`src/rtl/core/dcg_pkg.sv`:
```
package dcg_pkg;

    // Request codes carried on the input beat.
    typedef enum logic [1:0] {
        REQ_INIT = 2'd0,
        REQ_CMD  = 2'd1,
        REQ_DATA = 2'd2,
        REQ_GOTO = 2'd3
    } t_req;

    // Controller states: the four timing phases of a bus write, then hand-off.
    typedef enum logic [2:0] {
        ST_IDLE,
        ST_BEFORE,
        ST_SETUP,
        ST_HIGH,
        ST_AFTER,
        ST_EMIT
    } t_state;

    // Instruction bytes of the display controllers.
    localparam logic [7:0] OP_DISPLAY_ON = 8'h3F;
    localparam logic [7:0] OP_START_LINE = 8'hC0;
    localparam logic [7:0] OP_SET_COLUMN = 8'h40;
    localparam logic [7:0] OP_SET_PAGE   = 8'hB8;

    // Chip select patterns.
    localparam logic [1:0] CS_CHIP1 = 2'b01;
    localparam logic [1:0] CS_CHIP2 = 2'b10;
    localparam logic [1:0] CS_BOTH  = 2'b11;

    // Event kinds.
    localparam logic EV_RESET = 1'b0;
    localparam logic EV_WRITE = 1'b1;

    // Phase lengths in delay units.
    localparam int UNIT_W = 4;
    localparam logic [UNIT_W-1:0] WAIT_BEFORE = 4'd10;
    localparam logic [UNIT_W-1:0] WAIT_SETUP  = 4'd1;
    localparam logic [UNIT_W-1:0] WAIT_HIGH   = 4'd1;
    localparam logic [UNIT_W-1:0] WAIT_AFTER  = 4'd10;

    // Delay unit register.
    localparam int DELAY_W = 16;
    localparam logic [DELAY_W-1:0] DELAY_RESET = 16'd10;

    // Position of an event inside the run of one request.
    localparam int IDX_W = 3;
    localparam logic [IDX_W-1:0] IDX_INIT_LAST = 3'd4;

    // Commands from the controller to the datapath.
    typedef struct packed {
        logic              accept;
        logic              wait_start;
        logic [UNIT_W-1:0] wait_units;
        logic              emit;
    } t_dp_cmd;

    // Status from the datapath to the controller.
    typedef struct packed {
        logic wait_done;
        logic out_free;
        logic last_event;
    } t_dp_stat;

endpackage

```
`src/rtl/core/dcg_ctrl.sv`:
```
module dcg_ctrl (
    input  logic              i_clk,
    input  logic              i_rst_n,
    input  logic              i_in_valid,
    output logic              o_in_ready,
    output dcg_pkg::t_dp_cmd  o_cmd,
    input  dcg_pkg::t_dp_stat i_stat
);

    dcg_pkg::t_state r_state;
    dcg_pkg::t_state n_state;

    // State register.
    always_ff @(posedge i_clk) begin
        if (!i_rst_n) begin
            r_state <= dcg_pkg::ST_IDLE;
        end else begin
            r_state <= n_state;
        end
    end

    // Next state and datapath commands. The before, setup and high phases
    // each start the next phase's timer in the cycle their own runs out.
    always_comb begin
        n_state          = r_state;
        o_in_ready       = 1'b0;
        o_cmd.accept     = 1'b0;
        o_cmd.wait_start = 1'b0;
        o_cmd.wait_units = dcg_pkg::WAIT_BEFORE;
        o_cmd.emit       = 1'b0;
        case (r_state)
            dcg_pkg::ST_IDLE: begin
                o_in_ready = 1'b1;
                if (i_in_valid) begin
                    o_cmd.accept     = 1'b1;
                    o_cmd.wait_start = 1'b1;
                    o_cmd.wait_units = dcg_pkg::WAIT_BEFORE;
                    n_state          = dcg_pkg::ST_BEFORE;
                end
            end
            dcg_pkg::ST_BEFORE: begin
                if (i_stat.wait_done) begin
                    o_cmd.wait_start = 1'b1;
                    o_cmd.wait_units = dcg_pkg::WAIT_SETUP;
                    n_state          = dcg_pkg::ST_SETUP;
                end
            end
            dcg_pkg::ST_SETUP: begin
                if (i_stat.wait_done) begin
                    o_cmd.wait_start = 1'b1;
                    o_cmd.wait_units = dcg_pkg::WAIT_HIGH;
                    n_state          = dcg_pkg::ST_HIGH;
                end
            end
            dcg_pkg::ST_HIGH: begin
                if (i_stat.wait_done) begin
                    o_cmd.wait_start = 1'b1;
                    o_cmd.wait_units = dcg_pkg::WAIT_AFTER;
                    n_state          = dcg_pkg::ST_AFTER;
                end
            end
            dcg_pkg::ST_AFTER: begin
                if (i_stat.wait_done) begin
                    n_state = dcg_pkg::ST_EMIT;
                end
            end
            dcg_pkg::ST_EMIT: begin
                // Hand the event over once the output register can take it.
                if (i_stat.out_free) begin
                    o_cmd.emit = 1'b1;
                    if (i_stat.last_event) begin
                        n_state = dcg_pkg::ST_IDLE;
                    end else begin
                        o_cmd.wait_start = 1'b1;
                        o_cmd.wait_units = dcg_pkg::WAIT_BEFORE;
                        n_state          = dcg_pkg::ST_BEFORE;
                    end
                end
            end
            default: begin
                n_state = dcg_pkg::ST_IDLE;
            end
        endcase
    end

endmodule

```
`src/rtl/core/dcg_datapath.sv`:
```
module dcg_datapath #(
    parameter int COLUMNS_PER_CHIP = 64
) (
    input  logic              i_clk,
    input  logic              i_rst_n,
    input  logic              i_cfg_we,
    input  logic [15:0]       i_cfg_data,
    input  dcg_pkg::t_dp_cmd  i_cmd,
    output dcg_pkg::t_dp_stat o_stat,
    input  dcg_pkg::t_req     i_req,
    input  logic [7:0]        i_value,
    input  logic [1:0]        i_chip_mask,
    input  logic [6:0]        i_x_pos,
    input  logic [5:0]        i_y_pos,
    output logic              o_out_valid,
    input  logic              i_out_ready,
    output logic              o_event_kind,
    output logic              o_reg_select,
    output logic [1:0]        o_chip_select,
    output logic [7:0]        o_bus_byte,
    output logic              o_last_of_run
);

    localparam logic [8:0] COLS = 9'(COLUMNS_PER_CHIP);

    // Delay unit register and wait timer.
    logic [dcg_pkg::DELAY_W-1:0] r_delay;
    logic [dcg_pkg::DELAY_W-1:0] r_cyc;
    logic [dcg_pkg::DELAY_W-1:0] n_cyc;
    logic [dcg_pkg::UNIT_W-1:0]  r_unit_left;
    logic [dcg_pkg::UNIT_W-1:0]  n_unit_left;

    // Held request and position in its run of events.
    dcg_pkg::t_req           r_req;
    logic [7:0]              r_value;
    logic [1:0]              r_mask;
    logic [6:0]              r_x;
    logic [5:0]              r_y;
    logic [dcg_pkg::IDX_W-1:0] r_run_index;

    // Output register.
    logic       r_out_valid;
    logic       r_kind;
    logic       r_rs;
    logic [1:0] r_cs;
    logic [7:0] r_byte;
    logic       r_last;

    // Current event.
    logic       ev_kind;
    logic       ev_rs;
    logic [1:0] ev_cs;
    logic [7:0] ev_byte;
    logic       ev_last;

    // Goto address decode.
    logic [8:0] x_ext;
    logic [8:0] col_ext;
    logic       go_low;
    logic [1:0] go_chip;
    logic [7:0] go_page_byte;
    logic [7:0] go_col_byte;

    // Configuration write.
    always_ff @(posedge i_clk) begin
        if (!i_rst_n) begin
            r_delay <= dcg_pkg::DELAY_RESET;
        end else if (i_cfg_we) begin
            r_delay <= i_cfg_data;
        end
    end

    // Wait timer: counts down delay units; r_cyc counts up to r_delay - 1 in each unit.
    always_comb begin
        n_cyc       = r_cyc;
        n_unit_left = r_unit_left;
        if (i_cmd.wait_start) begin
            n_cyc       = '0;
            n_unit_left = i_cmd.wait_units;
        end else if (r_unit_left != '0) begin
            if (r_cyc == r_delay - 16'd1) begin
                n_cyc       = '0;
                n_unit_left = r_unit_left - 4'd1;
            end else begin
                n_cyc = r_cyc + 16'd1;
            end
        end
    end

    always_ff @(posedge i_clk) begin
        if (!i_rst_n) begin
            r_cyc       <= '0;
            r_unit_left <= '0;
        end else begin
            r_cyc       <= n_cyc;
            r_unit_left <= n_unit_left;
        end
    end

    // Request capture.
    always_ff @(posedge i_clk) begin
        if (i_cmd.accept) begin
            r_req   <= i_req;
            r_value <= i_value;
            r_mask  <= i_chip_mask;
            r_x     <= i_x_pos;
            r_y     <= i_y_pos;
        end
    end

    // Run index: cleared on a new request, advanced on each emitted event but the last.
    always_ff @(posedge i_clk) begin
        if (!i_rst_n) begin
            r_run_index <= '0;
        end else if (i_cmd.accept) begin
            r_run_index <= '0;
        end else if (i_cmd.emit && !ev_last) begin
            r_run_index <= r_run_index + 3'd1;
        end
    end

    // Goto: columns below the chip width go to chip 1, the rest to chip 2.
    always_comb begin
        x_ext        = {2'b00, r_x};
        col_ext      = x_ext - COLS;
        go_low       = (x_ext < COLS);
        go_chip      = go_low ? dcg_pkg::CS_CHIP1 : dcg_pkg::CS_CHIP2;
        go_page_byte = dcg_pkg::OP_SET_PAGE | {5'b00000, r_y[5:3]};
        go_col_byte  = dcg_pkg::OP_SET_COLUMN
                     | {2'b00, (go_low ? r_x[5:0] : col_ext[5:0])};
    end

    // Event selection from the request and the run index.
    always_comb begin
        ev_kind = dcg_pkg::EV_WRITE;
        ev_rs   = 1'b0;
        ev_cs   = '0;
        ev_byte = '0;
        ev_last = 1'b0;
        case (r_req)
            dcg_pkg::REQ_INIT: begin
                case (r_run_index)
                    3'd0: begin
                        ev_kind = dcg_pkg::EV_RESET;
                    end
                    3'd1: begin
                        ev_cs   = dcg_pkg::CS_BOTH;
                        ev_byte = dcg_pkg::OP_DISPLAY_ON;
                    end
                    3'd2: begin
                        ev_cs   = dcg_pkg::CS_BOTH;
                        ev_byte = dcg_pkg::OP_START_LINE;
                    end
                    3'd3: begin
                        ev_cs   = dcg_pkg::CS_CHIP1;
                        ev_byte = dcg_pkg::OP_SET_PAGE;
                    end
                    default: begin
                        ev_cs   = dcg_pkg::CS_CHIP1;
                        ev_byte = dcg_pkg::OP_SET_COLUMN;
                        ev_last = 1'b1;
                    end
                endcase
            end
            dcg_pkg::REQ_CMD: begin
                ev_cs   = r_mask;
                ev_byte = r_value;
                ev_last = 1'b1;
            end
            dcg_pkg::REQ_DATA: begin
                ev_rs   = 1'b1;
                ev_cs   = r_mask;
                ev_byte = r_value;
                ev_last = 1'b1;
            end
            dcg_pkg::REQ_GOTO: begin
                ev_cs = go_chip;
                if (r_run_index == '0) begin
                    ev_byte = go_page_byte;
                end else begin
                    ev_byte = go_col_byte;
                    ev_last = 1'b1;
                end
            end
            default: begin
                ev_last = 1'b1;
            end
        endcase
    end

    // Output register valid flag.
    always_ff @(posedge i_clk) begin
        if (!i_rst_n) begin
            r_out_valid <= 1'b0;
        end else if (i_cmd.emit) begin
            r_out_valid <= 1'b1;
        end else if (i_out_ready) begin
            r_out_valid <= 1'b0;
        end
    end

    // Output register payload.
    always_ff @(posedge i_clk) begin
        if (i_cmd.emit) begin
            r_kind <= ev_kind;
            r_rs   <= ev_rs;
            r_cs   <= ev_cs;
            r_byte <= ev_byte;
            r_last <= ev_last;
        end
    end

    assign o_stat.wait_done  = (r_unit_left == '0);
    assign o_stat.out_free   = !r_out_valid || i_out_ready;
    assign o_stat.last_event = ev_last;

    assign o_out_valid   = r_out_valid;
    assign o_event_kind  = r_kind;
    assign o_reg_select  = r_rs;
    assign o_chip_select = r_cs;
    assign o_bus_byte    = r_byte;
    assign o_last_of_run = r_last;

    // An event is never loaded over one that is still waiting to be taken.
    a_no_overwrite: assert property (@(posedge i_clk) disable iff (!i_rst_n)
        i_cmd.emit |-> (!r_out_valid || i_out_ready))
        else $error("event loaded over a pending beat");

    // A run never goes past the fifth event of an init request.
    a_run_bound: assert property (@(posedge i_clk) disable iff (!i_rst_n)
        r_run_index <= dcg_pkg::IDX_INIT_LAST)
        else $error("run index out of range");

    // A timing phase only starts after the previous one has run out.
    a_wait_order: assert property (@(posedge i_clk) disable iff (!i_rst_n)
        i_cmd.wait_start |-> (r_unit_left == '0))
        else $error("wait started while timer busy");

    // A reset pulse event always carries zero bus fields.
    a_reset_fields: assert property (@(posedge i_clk) disable iff (!i_rst_n)
        (r_out_valid && (r_kind == dcg_pkg::EV_RESET))
            |-> (!r_rs && (r_cs == '0) && (r_byte == '0)))
        else $error("reset pulse with nonzero bus fields");

endmodule

```
`src/rtl/core/dual_chip_glcd_bus_controller.sv`:
```
// Channel   Handshake                  Payload
// input     i_in_valid / o_in_ready    i_cmd, i_value, i_chip_mask, i_x_pos, i_y_pos
// output    o_out_valid / i_out_ready  o_event_kind, o_reg_select, o_chip_select,
//                                      o_bus_byte, o_last_of_run
// config    i_cfg_we                   i_cfg_data (delay unit cycles)
//
// Each bus event takes 22 delay units (10 before, 1 setup, 1 high, 10 after), then
// a hand-off that loads the output register. The delay unit D is set on the config
// channel. A request holds one to five events; one request is in flight at a time,
// and the wait timer in the datapath sets the length of each phase.
// Reset is synchronous and active low; D returns to 10 and the output is empty.
// A stalled output beat holds the controller in hand-off; a new request is taken
// as soon as the last event of the previous one sits in the output register.
module dual_chip_glcd_bus_controller #(
    parameter int COLUMNS_PER_CHIP = 64
) (
    input  logic        i_clk,
    input  logic        i_rst_n,
    input  logic        i_cfg_we,
    input  logic [15:0] i_cfg_data,
    input  logic        i_in_valid,
    output logic        o_in_ready,
    input  logic [1:0]  i_cmd,
    input  logic [7:0]  i_value,
    input  logic [1:0]  i_chip_mask,
    input  logic [6:0]  i_x_pos,
    input  logic [5:0]  i_y_pos,
    output logic        o_out_valid,
    input  logic        i_out_ready,
    output logic        o_event_kind,
    output logic        o_reg_select,
    output logic [1:0]  o_chip_select,
    output logic [7:0]  o_bus_byte,
    output logic        o_last_of_run
);

    dcg_pkg::t_dp_cmd  dp_cmd;
    dcg_pkg::t_dp_stat dp_stat;

    // Sequencing of the timing phases.
    dcg_ctrl u_ctrl (
        .i_clk      (i_clk),
        .i_rst_n    (i_rst_n),
        .i_in_valid (i_in_valid),
        .o_in_ready (o_in_ready),
        .o_cmd      (dp_cmd),
        .i_stat     (dp_stat)
    );

    // Request decode, wait timer and output register.
    dcg_datapath #(
        .COLUMNS_PER_CHIP (COLUMNS_PER_CHIP)
    ) u_datapath (
        .i_clk         (i_clk),
        .i_rst_n       (i_rst_n),
        .i_cfg_we      (i_cfg_we),
        .i_cfg_data    (i_cfg_data),
        .i_cmd         (dp_cmd),
        .o_stat        (dp_stat),
        .i_req         (dcg_pkg::t_req'(i_cmd)),
        .i_value       (i_value),
        .i_chip_mask   (i_chip_mask),
        .i_x_pos       (i_x_pos),
        .i_y_pos       (i_y_pos),
        .o_out_valid   (o_out_valid),
        .i_out_ready   (i_out_ready),
        .o_event_kind  (o_event_kind),
        .o_reg_select  (o_reg_select),
        .o_chip_select (o_chip_select),
        .o_bus_byte    (o_bus_byte),
        .o_last_of_run (o_last_of_run)
    );

endmodule

```
`config.mk`:
```
export PLATFORM = sky130hd
export DESIGN_NAME = dual_chip_glcd_bus_controller
export DESIGN_NICKNAME = d
export VERILOG_FILES = /design/src/rtl/core/dcg_pkg.sv /design/src/rtl/core/dcg_ctrl.sv /design/src/rtl/core/dcg_datapath.sv /design/src/rtl/core/dual_chip_glcd_bus_controller.sv
export SDC_FILE = /design/constraint.sdc
export NUM_CORES = 1
export LEC_CHECK = 0
export BUFFER_PORTS_ARGS = -buffer_cell sky130_fd_sc_hd__buf_2
export CAP_MARGIN = 15
export CORE_ASPECT_RATIO = 1.1
export CORE_MARGIN = 2
export CORE_UTILIZATION = 41
export CTS_BUF_LIST = sky130_fd_sc_hd__clkbuf_2
export CTS_CLUSTER_SIZE = 16
export DETAILED_ROUTE_END_ITERATION = 8
export GPL_TIMING_DRIVEN = 0
export SETUP_SLACK_MARGIN = 0.05
export SLEW_MARGIN = 10
export SYNTH_ARGS = -nofsm -noshare
export SYNTH_HDL_FRONTEND = slang
export SYNTH_SLANG_ARGS = --single-unit
```
`constraint.sdc`:
```
create_clock -name i_clk -period 6.15 [get_ports i_clk]
set_input_delay 0.615 -clock i_clk [delete_from_list [all_inputs] [get_ports i_clk]]
set_output_delay 0.615 -clock i_clk [all_outputs]
set_load 0.05 [all_outputs]
```
* Yosys cells after proc, flatten, opt, wreduce, memory -nomap -nowiden
Cells that the tools add are included.
** Word-level totals
- Flip-flop bits (word level) :: 81
- Input bits :: 46
- Output and inout port bits :: 15
- Word-level logic and storage cells :: 95
** Operators by class
- Add/sub/neg operators :: 5
- Magnitude comparators :: 1
- Eq/ne operators :: 18
- Muxes and demuxes :: 34
- Bitwise gates (word level) :: 1
- Reduce and logical (&&, ||, !) cells :: 20
** Operator list (number)
- one-hot mux 8 bit (4 select lines) :: 1
- one-hot mux 8 bit (3 select lines) :: 1
- one-hot mux 5 bit (4 select lines) :: 1
- 2-to-1 mux 3 bit :: 6
- 2-to-1 mux 6 bit :: 3
- one-hot mux 3 bit (6 select lines) :: 1
- adder 16 x 1 -> 16 bit, second input constant :: 1
- == test 16 bit :: 1
- 2-to-1 mux 16 bit :: 1
- subtractor 16 x 1 -> 16 bit, second input constant :: 1
- 2-to-1 mux 5 bit :: 3
- == test 3 x 2 -> 1 bit, second input constant :: 4
- 2-to-1 mux 4 bit :: 3
- inequality test 2 bit, second input constant :: 6
- OR reduction 2 bit :: 5
- 2-to-1 mux 1 bit :: 9
- 2-to-1 mux 8 bit :: 1
- < comparator 7 bit, second input constant :: 1
- == test 3 x 1 -> 1 bit, second input constant :: 2
- == test 3 bit, second input constant :: 2
- logical NOT 3 bit :: 2
- one-hot mux 2 bit (3 select lines) :: 1
- AND reduction 6 bit :: 1
- nonzero test 2 bit :: 3
- other kinds (17) :: 19

* Logic depth before layout (Yosys ltp)
- Depth in word-level cells :: 9
- Mapped depth :: 11
- Depth with buffers taken out :: 9

* Cells and area by module
A second synthesis with hierarchy kept.
** Second synthesis, totals
- Cells, all modules :: 393
- Area, all modules :: 3982.6 µm²
** By module, submodules not included
- dcg_datapath :: times used 1, cells each 357, area an instance 3682.3 µm², seq. area each 1851.8 µm²
- dcg_ctrl :: times used 1, cells each 36, area an instance 300.3 µm², seq. area each 60.1 µm²

* Worst setup path before layout
OpenSTA, ideal clock, no wires.
- Path kind :: register to register
- Start point :: register u_ctrl.r_state[0]
- End point :: register u_datapath.r_run_index[2] (netlist name)
- Library setup time :: 0.138 ns
- Data arrival time :: 2.689 ns
- Required time :: 6.012 ns
- Setup slack :: 3.323 ns
- Stages on the path, launching flop included :: 6
- Buffers on the path :: 1
- Period minus slack after synthesis :: 2.827 ns
- Cell sequence :: dfxtp_1 clkbuf_1 nor3_1 and2_1 nand2b_1 a211oi_1
** RTL lines
- start, declared :: RTL line dcg_ctrl.sv:10 : dcg_pkg::t_state r_state;
- start signal, assigned :: RTL line dcg_ctrl.sv:16 : r_state <= dcg_pkg::ST_IDLE;
- start signal, assigned :: RTL line dcg_ctrl.sv:18 : r_state <= n_state;
- end signal, assigned :: RTL line dcg_datapath.sv:118 : r_run_index <= r_run_index + 3'd1;
- end, declared :: RTL line dcg_datapath.sv:39 : logic [dcg_pkg::IDX_W-1:0] r_run_index;

* Worst setup path after layout
- Start point :: register u_ctrl.r_state[2]
- End point :: register u_datapath.r_cyc[14] (netlist name)
** Between the ends
- Cells in the longest elaborated chain, start to end :: 4
- Elaborated cells between the ends (all ways) :: 8
- Classes of those cells :: eq/ne: 4; mux: 1; reduce/logical: 3
** RTL lines
- == test 3 x 1 -> 1 bit or == test 3 x 2 -> 1 bit (tied branches) :: RTL line dcg_ctrl.sv:31 : case (r_state)
- OR reduction 2 bit (no line)
- one-hot mux 5 bit (4 select lines) * :: RTL line dcg_ctrl.sv:31
- OR reduction 2 bit (no line) *
- end signal, assigned :: RTL line dcg_datapath.sv:95 : r_cyc <= n_cyc;
- end, declared :: RTL line dcg_datapath.sv:28 : logic [dcg_pkg::DELAY_W-1:0] r_cyc;
Every way passes the cells marked *; elsewhere a longest branch is shown, timed or not.
A chain may end at the register's enable or synchronous reset.

==> impl_metrics.json <==
{
  "io_buffers": 56,
  "status": "finished clean",
  "relSlewSlack_pct": 25.4,
  "worst-path-max-fanout": 15,
  "synth_edf_count": 35,
  "seqCellArea_mm2": 0.00191,
  "grt_pass1_vias": 3051,
  "setup_viol": 0,
  "overflow": 0,
  "syn_to_final_growth_pct": 13.5,
  "numClockSinks": 78,
  "cap_viol_max_count": 0,
  "r2r_end": "u_datapath.r_cyc[14]",
  "root_buffer": "clkbuf_2",
  "wl_per_cell_um": 14.4,
  "synth-compound-area-share_pct": 9.83,
  "cts_setup_buffers": 0,
  "ant_nets": 0,
  "synthXorXnorAreaFrac_pct": 7.72,
  "fmax_mhz": 297,
  "cts_tree": "built",
  "synth_top_family_by_area": "simple AND/OR/NAND/NOR gates",
  "synthArstFlopShare_pct": 0,
  "synthSimpleGateAreaFrac_pct": 21.7,
  "final_util_pct": 47.9,
  "p_sw_uw": 488,
  "start_util_pct": 42.3,
  "route.detailed.drc": 0,
  "holdBufCountCts": 0,
  "cp-endpoint": "u_datapath.r_cyc[14]",
  "chipHeight_um": 107,
  "crit_start": "u_ctrl.r_state[2]",
  "nFillCells": 908,
  "ys_warn_count": 0,
  "vias": 3036,
  "io_pins": 61,
  "path_clk_slew_ns": 0.22,
  "r2r_setup_slack_ns": 2.79,
  "crit_required_ns": 6.59,
  "worst_setup_path_start_kind": "flop",
  "reg2regPathDepth": 8,
  "p_int_uw": 885,
  "power_frac_seq_pct": 48.4,
  "viasPerCell": 5.15,
  "hold_violations": 0,
  "core.rowCount": 37,
  "ys_ff_latch": 78,
  "comb_power_share_pct": 31.5,
  "cts_buffer_depth": 2,
  "finalClockSkew_ns": 0.0238,
  "tns_ns": 0,
  "rsz0062_at_grt": "no",
  "powerDensity_mw_per_mm2": 305,
  "swShare_pct": 35.5,
  "grt_usage_pct": 17.2,
  "grt_max_degree": 25,
  "peakVddDrop_uv": 120,
  "synth_fp_nets": 459,
  "reg2reg_from": "u_ctrl.r_state[2]",
  "slew_viol_final": 0,
  "cts_resized": 0,
  "grt_pass1_wl_mm": 14.3,
  "multi_input_area_mm2": 0.00191,
  "syn_inst": 401,
  "hold_ws_ns": 0.204,
  "die_w_um": 97.8,
  "power_leakage_uw": 0.00175,
  "antenna_cells": 0,
  "routabilityCongestion": 0.853,
  "timing.final.crit_share_pct": 54.7,
  "wl_mm": 8.47,
  "antenna_found_initial": 0,
  "final_layout_size_suffix_gt1_share_pct": 18.4,
  "cp-end-kind": "flop",
  "ys_seq_area_share_pct": 48.1,
  "hpwlAfterDp_mm": 6.17,
  "synthDistinctLibCells": 53,
  "avgSynthCellArea_um2": 9.90,
  "synthesis.area_mm2": 0.00397,
  "cts_max_level": 3,
  "synth_flop_cell": "dfxtp_1",
  "muxShareOfSynthArea_pct": 5.14,
  "core_area_mm2": 0.00940,
  "clock_latency_ns": 0.56,
  "numCtsBuffers": 9,
  "synthAdderAreaFrac_pct": 3.78,
  "dieArea_mm2": 0.0105,
  "clock_power_share_pct": 20.1,
  "drtIter0Drc": 79,
  "hold_class": "input pin to flop",
  "first_pass_iters": 4,
  "fin_crit_ns": 3.36,
  "worstSetupPathType": "flop to flop",
  "final_nets": 526,
  "worst_slew_pin_slew_ns": 1.12,
  "arrival_ns": 3.80
}
==> logic make-up (layout without fill, tap and decap cells) <==
logic type / Yosys count / count (layout)
AOI/OAI and AO/OA: 59 / 59
xor gates and xnor gates: 35 / 35
adders and majority gates: 12 / 12
buffers and inverters: 37 / 109
DFF: 78 / 78
muxes: 20 / 20
and+or+nand+nor: 160 / 160
==> flip-flops by register name (all words and copies together) (netlist names) <==
register,cells
u_ctrl.r_state,3
u_datapath.o_bus_byte,8
u_datapath.o_chip_select,2
u_datapath.o_event_kind,1
u_datapath.o_last_of_run,1
u_datapath.o_out_valid,1
u_datapath.o_reg_select,1
u_datapath.r_cyc,16
u_datapath.r_delay,16
u_datapath.r_mask,2
u_datapath.r_req,2
u_datapath.r_run_index,3
u_datapath.r_unit_left,4
u_datapath.r_value,8
u_datapath.r_x,7
u_datapath.r_y,3
==> synthesized netlist by cell type (5+ instances only) <==
library cell	number	area share (%)
buf_2	5	0.63
nor2_1	28	2.6
a21oi_1	14	1.8
ha_1	12	3.8
nand4_1	7	1.1
nand3_1	9	1.1
nor3_1	23	2.9
nor2b_1	22	3.5
xnor2_1	22	4.9
xor2_1	13	2.9
clkbuf_1	15	1.4
mux2i_1	17	4.3
inv_1	16	1.5
and3_1	8	1.3
o21ai_0	11	1.4
edfxtp_1	35	26
nand2b_1	5	0.79
dfxtp_1	43	22
nand2_1	36	3.4
==> routing by layer <==
layer | share of wire (%) | up-vias | track usage [%]
met4 | 3.3 | 0 | 10.6
met5 | 0 | - | 0
met1 | 43 | 1404 | 19.7
met2 | 50 | 57 | 29.5
li1 | - | 1556 | -
met3 | 3.8 | 19 | 3.59
==> worst min-delay path by stage <==
| stage | from | to | slack [ns] | cells past startpoint |
|---|---|---|---|---|
| after global routing | i_x_pos[2] | u_datapath.r_x[2] | 0.16 | 1 |
| after global placement | u_datapath.r_cyc[1] | u_datapath.r_cyc[1] | 0.50 | 2 |
| after CTS | i_x_pos[2] | u_datapath.r_x[2] | 0.17 | 1 |
| after detailed placement | u_datapath.r_cyc[1] | u_datapath.r_cyc[1] | 0.50 | 2 |
| final | i_y_pos[4] | u_datapath.r_y[4] | 0.20 | 1 |
| after floorplan | u_datapath.r_cyc[1] | u_datapath.r_cyc[1] | 0.47 | 2 |
==> critical path, cell delays in order (launching register included) <==
cell and delay [ns]:
dfxtp_1 0.36, clkbuf_1 0.31, nor2b_1 0.29, and3_1 0.66, o21ai_1 0.38, nand3_1 0.24
clkbuf_1 0.43, clkbuf_1 0.46, nor3_1 0.12
==> metrics by stage <==
stage,power (µW),instance area [µm²],std cells,setup WS [ns]
after floorplan,996,3970,401,3.32
after global placement,1100,4400,574,2.93
after detailed placement,1110,4400,574,2.84
after CTS,1390,4510,590,2.80
after global routing,1470,4510,590,2.47
final,1370,4510,590,2.79
==> layout by cell type, fill, tap and decap left out, types with 4 or more instances in the layout <==
cell type,synthesis,routed
xor2_1,13,13
and3_1,8,8
edfxtp_1,35,35
nand3_1,9,9
a21oi_1,14,14
mux2i_1,17,17
clkbuf_1,15,15
ha_1,12,12
buf_2,5,61
a31oi_1,4,4
nand2_1,36,36
dfxtp_1,43,43
o21ai_0,11,11
nor2_1,28,28
nor2b_1,22,22
a221oi_1,4,4
inv_1,16,16
nand2b_1,5,5
nor3_1,23,23
a211o_1,4,4
nand4_1,7,7
xnor2_1,22,22
clkbuf_2,0,12
or3_1,4,4
==> layout make-up <==
class	instances	share of cell area, %
timing repair buffer	56	6.22
multi-input combinational	286	42.5
buffer	21	1.89
inverter	16	1.33
tap	117	3.25
clock buffer	12	1.33
clock inverter	4	1.06
sequential	78	42.4
==> power groups by stage <==
stage,clock (µW),sequential (µW),combinational (µW)
2_1_floorplan,0,672,324
3_3_place_gp,0,676,424
3_5_place_dp,0,676,432
4_1_cts,287,666,434
5_1_grt,306,674,488
6_report,277,665,432
Power figures use the tool's default switching activity.
